==> config.mk <==
export PLATFORM = sky130hd
export DESIGN_NAME = timed_event_min_queue_top
export DESIGN_NICKNAME = d
export VERILOG_FILES = /design/src/hdl/tmq_pkg.sv /design/src/hdl/tmq_ram.sv /design/src/hdl/tmq_minscan.sv /design/src/hdl/timed_event_min_queue_top.sv
export SDC_FILE = /design/constraint.sdc
export NUM_CORES = 1
export LEC_CHECK = 0
export BUFFER_PORTS_ARGS = -buffer_cell sky130_fd_sc_hd__buf_2
export CORE_MARGIN = 2
export CORE_UTILIZATION = 30
export CTS_CLUSTER_SIZE = 10
export DETAILED_ROUTE_END_ITERATION = 6
export GPL_ROUTABILITY_DRIVEN = 0
export GPL_TIMING_DRIVEN = 0
export SYNTH_ARGS = -nofsm -noshare
export SYNTH_HDL_FRONTEND = slang
export SYNTH_HIERARCHICAL = 1
export SYNTH_SLANG_ARGS = --single-unit
==> constraint.sdc <==
create_clock -name clk -period 5.5 [get_ports clk]
set_input_delay 0.55 -clock clk [delete_from_list [all_inputs] [get_ports clk]]
set_output_delay 0.55 -clock clk [all_outputs]
set_load 0.01 [all_outputs]
==> src/hdl/tmq_pkg.sv <==
package tmq_pkg;

	localparam int CAPACITY    = 16;
	localparam int CLIENT_BITS = 8;

	// client handle as stored: the port carries 8 bits at most
	localparam int CLIENT_W = (CLIENT_BITS < 8) ? CLIENT_BITS : 8;
	localparam int IDX_W    = $clog2(CAPACITY);
	localparam int CNT_W    = $clog2(CAPACITY + 1);
	localparam int OCC_W    = 5;

	localparam logic ACT_ADD  = 1'b0;
	localparam logic ACT_NEXT = 1'b1;

	// seconds in the low bits, so {hours, minutes, seconds} is the sort key
	typedef struct packed {
		logic [CLIENT_W-1:0] client;
		logic [4:0]          hours;
		logic [5:0]          minutes;
		logic [5:0]          seconds;
	} entry_t;

	localparam int ENTRY_W = $bits(entry_t);

	// tags the store read word that arrives this cycle
	typedef struct packed {
		logic             valid;
		logic             first;
		logic [IDX_W-1:0] idx;
	} scan_ctl_t;

endpackage

==> src/hdl/tmq_ram.sv <==
module tmq_ram #(
	parameter int WIDTH = 8,
	parameter int DEPTH = 16
) (
	input  logic                     clk,
	input  logic                     we,
	input  logic [$clog2(DEPTH)-1:0] waddr,
	input  logic [WIDTH-1:0]         wdata,
	input  logic [$clog2(DEPTH)-1:0] raddr,
	output logic [WIDTH-1:0]         rdata
);

	logic [WIDTH-1:0] mem [DEPTH];

	always_ff @(posedge clk) begin
		if (we) begin
			mem[waddr] <= wdata;
		end
		rdata <= mem[raddr];
	end

endmodule

==> src/hdl/tmq_minscan.sv <==
module tmq_minscan (
	input  logic                      clk,
	input  logic                      arst_n,
	input  tmq_pkg::scan_ctl_t        ctl,
	input  tmq_pkg::entry_t           rd_entry,
	output logic [tmq_pkg::IDX_W-1:0] best_idx,
	output tmq_pkg::entry_t           best_entry
);
	import tmq_pkg::*;

	entry_t           best_q;
	logic [IDX_W-1:0] best_idx_q;
	logic             earlier;

	// strict less-than: on a tie the earlier slot stays
	assign earlier = {rd_entry.hours, rd_entry.minutes, rd_entry.seconds}
		< {best_q.hours, best_q.minutes, best_q.seconds};

	always_ff @(posedge clk or negedge arst_n) begin
		if (!arst_n) begin
			best_idx_q <= '0;
		end else if (ctl.valid && (ctl.first || earlier)) begin
			best_idx_q <= ctl.idx;
		end
	end

	always_ff @(posedge clk) begin
		if (ctl.valid && (ctl.first || earlier)) begin
			best_q <= rd_entry;
		end
	end

	assign best_idx   = best_idx_q;
	assign best_entry = best_q;

endmodule

==> src/hdl/timed_event_min_queue_top.sv <==
// channel | dir | tdata (low bit up)                              | tuser
// s_*     | in  | client_id 8, event_hours 5, event_minutes 6,    | action
//         |     | event_seconds 6, zero pad to 32                 |
// m_*     | out | out_client 8, out_hours 5, out_minutes 6,       | ok
//         |     | out_seconds 6, occupancy 5, zero pad to 32      |
//
// Add, or next on an empty store: result valid from the output step, ready again that same cycle.
// Next otherwise: the store is scanned, drained, set up and compacted from the removed slot on, then
// a final step and the output step give the result, ready again that same cycle: one store read per
// cycle through a single key comparator, then one read/write per cycle to close the gap.
// s_tready is high only between items; a result waits in the output register and the next
// word is accepted meanwhile, but that word stalls in its output step until m_tready.
// Reset clears the event count; store contents need no clearing.
module timed_event_min_queue_top (
	input  logic        clk,
	input  logic        arst_n,
	input  logic        s_tvalid,
	output logic        s_tready,
	input  logic [31:0] s_tdata,  // client_id, event_hours, event_minutes, event_seconds
	input  logic        s_tuser,  // action
	output logic        m_tvalid,
	input  logic        m_tready,
	output logic [31:0] m_tdata,  // out_client, out_hours, out_minutes, out_seconds, occupancy
	output logic        m_tuser   // ok
);
	import tmq_pkg::*;

	localparam logic [2:0] S_IDLE  = 3'd0;
	localparam logic [2:0] S_SCAN  = 3'd1;
	localparam logic [2:0] S_DRAIN = 3'd2;
	localparam logic [2:0] S_SETUP = 3'd3;
	localparam logic [2:0] S_SHIFT = 3'd4;
	localparam logic [2:0] S_FIN   = 3'd5;
	localparam logic [2:0] S_OUT   = 3'd6;

	logic [2:0]       state_q;
	logic [CNT_W-1:0] count_q;
	logic [IDX_W-1:0] idx_q;

	logic             scan_s1;
	logic             first_s1;
	logic [IDX_W-1:0] scan_idx_s1;
	logic             shift_s1;
	logic [IDX_W-1:0] wr_idx_s1;

	logic             res_ok_q;
	entry_t           res_entry_q;
	logic [CNT_W-1:0] res_cnt_q;

	logic             acc;
	logic             full;
	logic             add_wr;
	logic             last_scan;
	logic             more_shift;
	logic             wr_en;
	logic [IDX_W-1:0] wr_addr;
	entry_t           wr_data;
	entry_t           in_entry;
	logic [IDX_W-1:0] rd_addr;
	entry_t           rd_entry;
	scan_ctl_t        scan_ctl;
	logic [IDX_W-1:0] best_idx;
	entry_t           best_entry;

	assign s_tready = (state_q == S_IDLE);
	assign acc      = s_tvalid && s_tready;
	assign full     = (count_q == CNT_W'(CAPACITY));
	assign add_wr   = acc && (s_tuser == ACT_ADD) && !full;

	assign in_entry.client  = s_tdata[CLIENT_W-1:0];
	assign in_entry.hours   = s_tdata[12:8];
	assign in_entry.minutes = s_tdata[18:13];
	assign in_entry.seconds = s_tdata[24:19];

	assign last_scan  = (CNT_W'(idx_q) == CNT_W'(count_q - CNT_W'(1)));
	assign more_shift = (CNT_W'(idx_q) + CNT_W'(1)) < count_q;

	// a shift write lands in the cycle after its read
	assign wr_en   = add_wr || shift_s1;
	assign wr_addr = shift_s1 ? wr_idx_s1 : IDX_W'(count_q);
	assign wr_data = shift_s1 ? rd_entry : in_entry;
	assign rd_addr = (state_q == S_SHIFT) ? IDX_W'(idx_q + IDX_W'(1)) : idx_q;

	assign scan_ctl.valid = scan_s1;
	assign scan_ctl.first = first_s1;
	assign scan_ctl.idx   = scan_idx_s1;

	tmq_ram #(
		.WIDTH (ENTRY_W),
		.DEPTH (CAPACITY)
	) u_store (
		.clk   (clk),
		.we    (wr_en),
		.waddr (wr_addr),
		.wdata (wr_data),
		.raddr (rd_addr),
		.rdata (rd_entry)
	);

	tmq_minscan u_minscan (
		.clk        (clk),
		.arst_n     (arst_n),
		.ctl        (scan_ctl),
		.rd_entry   (rd_entry),
		.best_idx   (best_idx),
		.best_entry (best_entry)
	);

	always_ff @(posedge clk or negedge arst_n) begin
		if (!arst_n) begin
			state_q     <= S_IDLE;
			count_q     <= '0;
			idx_q       <= '0;
			scan_s1     <= 1'b0;
			first_s1    <= 1'b0;
			scan_idx_s1 <= '0;
			shift_s1    <= 1'b0;
			wr_idx_s1   <= '0;
			res_ok_q    <= 1'b0;
			res_cnt_q   <= '0;
			m_tvalid    <= 1'b0;
		end else begin
			scan_s1  <= (state_q == S_SCAN);
			first_s1 <= (state_q == S_SCAN) && (idx_q == '0);
			shift_s1 <= (state_q == S_SHIFT) && more_shift;
			if (state_q == S_OUT && (!m_tvalid || m_tready)) begin
				m_tvalid <= 1'b1;
			end else if (m_tvalid && m_tready) begin
				m_tvalid <= 1'b0;
			end
			case (state_q)
				S_IDLE: begin
					if (acc) begin
						if (s_tuser == ACT_ADD) begin
							res_ok_q  <= !full;
							res_cnt_q <= full ? count_q : CNT_W'(count_q + CNT_W'(1));
							if (!full) begin
								count_q <= CNT_W'(count_q + CNT_W'(1));
							end
							state_q <= S_OUT;
						end else if (count_q == '0) begin
							res_ok_q  <= 1'b0;
							res_cnt_q <= '0;
							state_q   <= S_OUT;
						end else begin
							idx_q   <= '0;
							state_q <= S_SCAN;
						end
					end
				end
				S_SCAN: begin
					scan_idx_s1 <= idx_q;
					idx_q       <= IDX_W'(idx_q + IDX_W'(1));
					if (last_scan) begin
						state_q <= S_DRAIN;
					end
				end
				S_DRAIN: begin
					state_q <= S_SETUP;
				end
				S_SETUP: begin
					idx_q   <= best_idx;
					state_q <= S_SHIFT;
				end
				S_SHIFT: begin
					if (more_shift) begin
						wr_idx_s1 <= idx_q;
						idx_q     <= IDX_W'(idx_q + IDX_W'(1));
					end else begin
						state_q <= S_FIN;
					end
				end
				S_FIN: begin
					count_q   <= CNT_W'(count_q - CNT_W'(1));
					res_ok_q  <= 1'b1;
					res_cnt_q <= CNT_W'(count_q - CNT_W'(1));
					state_q   <= S_OUT;
				end
				S_OUT: begin
					if (!m_tvalid || m_tready) begin
						state_q <= S_IDLE;
					end
				end
				default: begin
					state_q <= S_IDLE;
				end
			endcase
		end
	end

	// result payload: zero unless a next item found an event
	always_ff @(posedge clk) begin
		if (state_q == S_IDLE && acc) begin
			res_entry_q <= '0;
		end else if (state_q == S_FIN) begin
			res_entry_q <= best_entry;
		end
		if (state_q == S_OUT && (!m_tvalid || m_tready)) begin
			m_tuser <= res_ok_q;
			m_tdata <= {2'b00, OCC_W'(res_cnt_q), res_entry_q.seconds, res_entry_q.minutes,
				res_entry_q.hours, 8'(res_entry_q.client)};
		end
	end

	a_count_bound: assert property (@(posedge clk) disable iff (!arst_n)
		count_q <= CNT_W'(CAPACITY))
		else $error("event count above capacity");

	a_full_add_keeps_count: assert property (@(posedge clk) disable iff (!arst_n)
		(acc && s_tuser == ACT_ADD && full) |=> $stable(count_q))
		else $error("rejected add changed the count");

	a_shift_in_range: assert property (@(posedge clk) disable iff (!arst_n)
		shift_s1 |-> (CNT_W'(wr_idx_s1) + CNT_W'(1)) < count_q)
		else $error("compaction write beyond stored events");

	a_fin_nonempty: assert property (@(posedge clk) disable iff (!arst_n)
		(state_q == S_FIN) |-> (count_q != '0))
		else $error("removal from an empty store");

	a_scan_then_drain: assert property (@(posedge clk) disable iff (!arst_n)
		(state_q == S_DRAIN) |-> $past(state_q) == S_SCAN)
		else $error("drain without a scan");

endmodule
# Yosys cells after proc, flatten, opt, wreduce, memory -nomap -nowiden
# Memory sizes are Yosys's and may differ from the RTL's. A register that Yosys moved wholly into a read port is not among the register bits.
# Index checks and enable logic that the tools add are counted.
dict set report classes {
  add_sub_neg 4
  n_mul 0
  div_mod_pow 0
  magnitude_cmp 2
  n_eq_ne 17
  shifts 0
  muxes 31
  bitwise_logic 1
  n_reduce_logical 25
}
# cell n
set ops {}
lappend ops {{5-bit two-way mux} 6}
lappend ops {{25-bit two-way mux} 1}
lappend ops {{4-bit two-way mux} 6}
lappend ops {{3-bit one-hot mux with 7 select lines} 1}
lappend ops {{5-bit one-hot mux with 2 select lines} 2}
lappend ops {{3-bit two-way mux} 6}
lappend ops {{17-bit less-than comparator} 1}
lappend ops {{4-bit one-hot mux with 4 select lines} 1}
lappend ops {{2-bit != test (second input constant)} 5}
lappend ops {{3-bit == test (second input constant)} 3}
lappend ops {{1-bit logical AND} 9}
lappend ops {{1-bit two-way mux} 7}
lappend ops {{3-bit by 2-bit == test with 1-bit output (second input constant)} 2}
lappend ops {{2-bit by 1-bit != test with 1-bit output (second input constant)} 3}
lappend ops {{3-bit AND reduction} 2}
lappend ops {{4-bit by 1-bit adder with 5-bit output (second input constant)} 1}
lappend ops {{5-bit by 1-bit adder with 5-bit output (second input constant)} 1}
lappend ops {{4-bit by 5-bit == test with 1-bit output} 1}
lappend ops {{5-bit == test (second input constant)} 1}
lappend ops {{5-bit zero test} 1}
lappend ops {{5-bit less-than comparator} 1}
lappend ops {{5-bit AND reduction} 1}
lappend ops {{5-bit by 1-bit subtractor with 5-bit output (second input constant)} 1}
lappend ops {{4-bit by 1-bit adder with 4-bit output (second input constant)} 1}
lappend ops {{12 further kinds} 16}
dict set report word_totals {
  regBits 115
  latch_bits 0
  ramBits 400
  rom_bits 0
  in_bits 37
  out_inout_bits 35
  word_cells 103
  mem_count 1
}
# name depth word_bits rd rd_ports_with_merged_regs write_ports line_no
set memory_table {}
lappend memory_table {u_store.mem 16 25 1 1 1 tmq_ram.sv:13} ;# logic [WIDTH-1:0] mem [DEPTH];

# Logic depth before layout (Yosys ltp)
dict set report logic_depth {
  ltp_word 7
  depth_mapped 9
  ltp_nobuf 9
}

# Modules after synthesis
# Netlist, hierarchy kept.
# module instances cells_each area_each_um2 seq_area_each_um2
set by_module_without_submodules {}
lappend by_module_without_submodules {tmq_ram 1 660 15551.2 12512.0}
lappend by_module_without_submodules {timed_event_min_queue_top 1 404 4164.0 2182.1}
lappend by_module_without_submodules {tmq_minscan 1 90 1333.8 850.8}

# Worst setup path before layout
# No wires, ideal clock.
dict set report synth_path {
  path_kind {reg-to-reg}
  from {register count_q[0]}
  to {memory u_store/mem[0][0] in the netlist's numbering (enable)}
  setup_ns 0.438
  t_arrival_ns 3.952
  required_ns 5.062
  path_slack_ns 1.110
  stages_incl_launch_ff 9
  n_path_buf 1
  period_less_slack_ns 4.390
  cell_sequence {dfrtp_1 -> clkbuf_1 -> inv_1 -> ha_1 -> and4bb_2 -> nor2_1 -> a21o_1 -> or3b_2 -> nor3_1}
}
dict set report synth_via {
  elab_chain_cells 6
  elab_cells_between_ends 7
  classes_between {eq/ne (1); mux (3); reduce/logical (3)}
}
# item line_no
set synth_rtl {}
lappend synth_rtl {{start: declaration} timed_event_min_queue_top.sv:37} ;# logic [CNT_W-1:0] count_q;
lappend synth_rtl {{start signal: assignment} timed_event_min_queue_top.sv:138} ;# count_q <= CNT_W'(count_q + CNT_W'(1));
lappend synth_rtl {{start signal: assignment} timed_event_min_queue_top.sv:174} ;# count_q <= CNT_W'(count_q - CNT_W'(1));
lappend synth_rtl {{5-bit == test} timed_event_min_queue_top.sv:67} ;# assign full = (count_q == CNT_W'(CAPACITY));
lappend synth_rtl {{1-bit zero test} --}
lappend synth_rtl {{1-bit logical AND} timed_event_min_queue_top.sv:68} ;# assign add_wr = acc && (s_tuser == ACT_ADD) && !full;
lappend synth_rtl {{1-bit logical OR} timed_event_min_queue_top.sv:79} ;# assign wr_en = add_wr || shift_s1;
lappend synth_rtl {{net wr_en} timed_event_min_queue_top.sv:55} ;# logic wr_en;
lappend synth_rtl {{1-bit two-way mux} tmq_ram.sv:16} ;# if (we) begin
lappend synth_rtl {{1-bit two-way mux (implied by the code)} tmq_ram.sv:17} ;# mem[waddr] <= wdata;
lappend synth_rtl {{end: declaration} tmq_ram.sv:13}
# The timed path passes the listed nets, and every way through them passes these cells.

# Final worst setup path
dict set report layout_path {
  from {register count_q[0]}
  to {memory u_store/mem[0][12] in the netlist's numbering (enable)}
}
# The elaborated chain is that of the path after synthesis.

==> key figures <==
Status
  • Status: completed

Final layout
  • Fillers: ~6500
  • Nets: 1365
  • Finished Layout Cells: between 2000 and 2500
  • Register area: around 16000 um^2
  • Final Instance Area: around 25000 um^2
  • Layout cells sized above 1: 0.255
  • Ant diodes: 0
  • Multi-input gate area: about 5200 um^2
  • Area Growth Syn to Fin: 18.1%

Synthesis
  • Syn_area_per_cell: roughly 18 um^2
  • Post-Syn Area: roughly 21000 um^2
  • Number of flops mapped to enable cells by yosys: between 400 and 500
  • Synth Flop Type: edfxtp_1
  • Yosys reg bits: 540
  • YS warnings: 6
  • Sequential area share after synthesis: 0.739
  • Synth cell types: 68
  • Cells after synthesis: 1154
  • Async S/R FF share, synth: 0.0630

STA
  • Post-route setup slack: about 1.4 ns
  • Max frequency: roughly 250 MHz
  • Final worst-path cycle share: 0.741
  • Clock skew: approximately 0.016 ns
  • Final setup vio count: 0
  • RSZ-0062 raised after global routing: no
  • Headroom to the max-slew limit: 0.312
  • Fin. max-slew vios: 0
  • Setup TNS: 0 ns
  • Tightest Pin Transition: between 1 and 1.5 ns
  • Final min period: ~4.1 ns
  • Fin. Hold Viols: 0

Clock tree
  • Reg clk slew, reported paths: around 0.06 ns
  • Post-CTS Resized: 0
  • H-tree lvl count: 2
  • Clock sink count: 540
  • Clk Tree Root Cell: clkbuf_16
  • Post-CTS Setup Bufs: 0
  • Cts hold-fix bufs: 0
  • Num CTS Buffers: 60
  • Clk Latency, worst-skew pair: 0.62 ns
  • CTS max path bufs: 3
  • CTS tree: yes

Setup path
  • Worst reg-to-reg setup slack: between 1 and 1.5 ns
  • R2R cell count: 9
  • WP data required: roughly 5.8 ns
  • Critical Path Fanout Max: 9
  • Worst r2r src: count_q[0]
  • CP endpoint kind: flip-flop
  • Startpoint types: flip-flop
  • CP Buf/Inv Count: 3
  • Largest stage delay, worst path: about 0.66 ns
  • Critical Path, Cell by Cell: clkbuf_1, inv_1, ha_1, and4bb_2, nor2_1, a21o_1, or3b_2, nor3_2, buf_4
  • Crit-path slowest cell: nor3_2
  • Crit Path Category: flip-flop to flip-flop
  • Critical Path AT: about 4.4 ns
  • CP delay by family, top: simple AND/OR/NAND/NOR gates
  • Reg2reg end: u_store/mem[0][12]

Route
  • Vias/cell: between 4 and 5
  • DRT iter0 DRCs: between 1000 and 1500
  • WL/cell: about 21 um
  • Routed vias: roughly 11000
  • Post-route DRC violation count: 0
  • Drt first pass iters: 7
  • Total wire length: between 40000 and 50000 um
  • DRT antenna net count: 0

Pwr
  • Comb pwr share: 0.351
  • Pleak: between 8 and 9 nW
  • Clock share of power: 0.259
  • NetSw: roughly 4.6 mW
  • Sequential power share: 0.390
  • Switching portion of total power: 0.326
  • Peak supply drop: 299 uV
  • Pwr Density: approximately 560 nW/um^2
  • Int Pwr: approximately 9.5 mW

Placement
  • # port buffers: 62
  • Worst slack, placed: 1.45 ns
  • Placed instance area: roughly 23000 um^2
  • DPL Wire Length: around 32000 um
  • Cell Count Post-Placement: between 2000 and 2500

GRT
  • Vias in the first global route: approximately 11000
  • First-pass GRT wire length: 71300 um
  • GRT overflow: 0
  • Largest net degree at the start of global routing: 35
  • Total GRT Usage: 0.133
  • Initial antenna violation count: 1

Floorplanning
  • Die ar.: around 72000 um^2
  • Cell Rows: 97
  • Die Span Y: around 270 um
  • Core box area: approximately 70000 um^2
  • Initial Util: 0.302
  • Die width: roughly 270 um
  • IO Pins: slightly above 70

Run
  • Max cap viols: 0

Hold path
  • Hold Path Class: primary input to async pin
## sequential cells by signal (all words and copies together) (netlist names), 3 cells and up
register,count
u_store/rdata,25
u_minscan/best_entry,25
idx_q,4
wr_idx_s1,4
scan_idx_s1,4
state_q,3
res_cnt_q,5
res_entry_q,25
m_tdata,30
u_minscan/best_idx,4
u_store/mem,400
count_q,5
## final cells by class
cell class                      count  area share
Sequential cell                   540       0.625
Timing Repair Buffer               86      0.0303
Tap cell                          940      0.0473
Clock buffer                      111      0.0702
Inverter                           28     0.00423
Buffer                             61      0.0131
Clock inverter                      2    0.000856
Multi-Input combinational cell    526       0.209
## per-layer routing
layer / up-vias / global-route usage / share of wire
met5: - / 0 / 0.00025
met4: 2 / 0.0311 / 0.016
met3: 68 / 0.0273 / 0.068
met2: 379 / 0.211 / 0.47
met1: 5616 / 0.188 / 0.45
li1: 4872 / - / -
## power by group through the flow
stage,logic (mW),registers (mW),clock network [mW]
after floorplan,3.63,5.41,0
after global placement,4.83,5.56,0
after detailed placement,4.99,5.56,0
after CTS,5.01,5.48,3.71
after global routing,5.41,5.53,3.86
final,4.93,5.48,3.63
## worst max path at each step
stage / endpoint / start / depth (start not counted)
after floorplan: u_store/mem[0][0] / count_q[0] / 8
after detailed placement: u_store/mem[0][17] / count_q[0] / 9
after global placement: u_store/mem[0][17] / count_q[0] / 8
after CTS: u_store/mem[0][11] / count_q[0] / 9
final: u_store/mem[0][12] / count_q[0] / 9
after global routing: u_store/mem[0][11] / count_q[0] / 9
## metrics by stage
| step | util | hold WS (ns) | power (mW) |
|---|---|---|---|
| 5_1_grt | 0.356 | 0.0772 | 14.8 |
| 2_1_floorplan | - | 0.254 | 9.04 |
| 3_5_place_dp | 0.331 | 0.414 | 10.6 |
| 3_3_place_gp | 0.323 | 0.419 | 10.4 |
| 4_1_cts | 0.356 | 0.0312 | 14.2 |
| 6_report | 0.356 | 0.0233 | 14.0 |
## cells by family (layout without fill, tap and decap cells)
kind of cell,Yosys count,count (layout),synth area share
flops,540,540,0.739
simple gates,197,197,0.0442
compound gates,154,154,0.0498
mux,136,136,0.127
buf+inv,89,288,0.0204
fa+ha+maj,25,25,0.0149
xor+xnor,12,12,0.00499
other cells,1,2,0.000178
## Yosys cell counts, types with 18 or more instances
cell        n  area share
mux4_2    100        0.11
nand2_1   105       0.019
a22oi_1    53       0.019
inv_1      28      0.0050
mux2_2     32       0.017
a21oi_1    42       0.010
edfxtp_1  456        0.65
ha_1       25       0.015
nor2_1     35      0.0062
clkbuf_1   24      0.0043
o21ai_0    18      0.0043
dfxtp_1    50       0.048
dfrtp_1    34       0.040
## layout by cell type, fill, tap and decap left out, types with 5 or more instances in the layout
master / count
mux4_2: 100
buf_4: 9
nand3b_1: 5
a21o_1: 6
ha_1: 25
nand3_1: 5
buf_16: 9
a22oi_1: 53
nor3_1: 9
dfrtp_1: 34
edfxtp_1: 456
a31oi_1: 5
dfxtp_1: 50
nor2_4: 12
buf_1: 11
mux2_2: 32
buf_6: 17
o21ai_0: 18
nor2b_1: 6
a21oi_1: 42
nor2_1: 22
inv_1: 28
nand2_1: 105
clkbuf_16: 62
clkbuf_1: 72
nand2b_1: 5
buf_2: 73
xnor2_1: 10
Power figures use the tool's default switching activity.
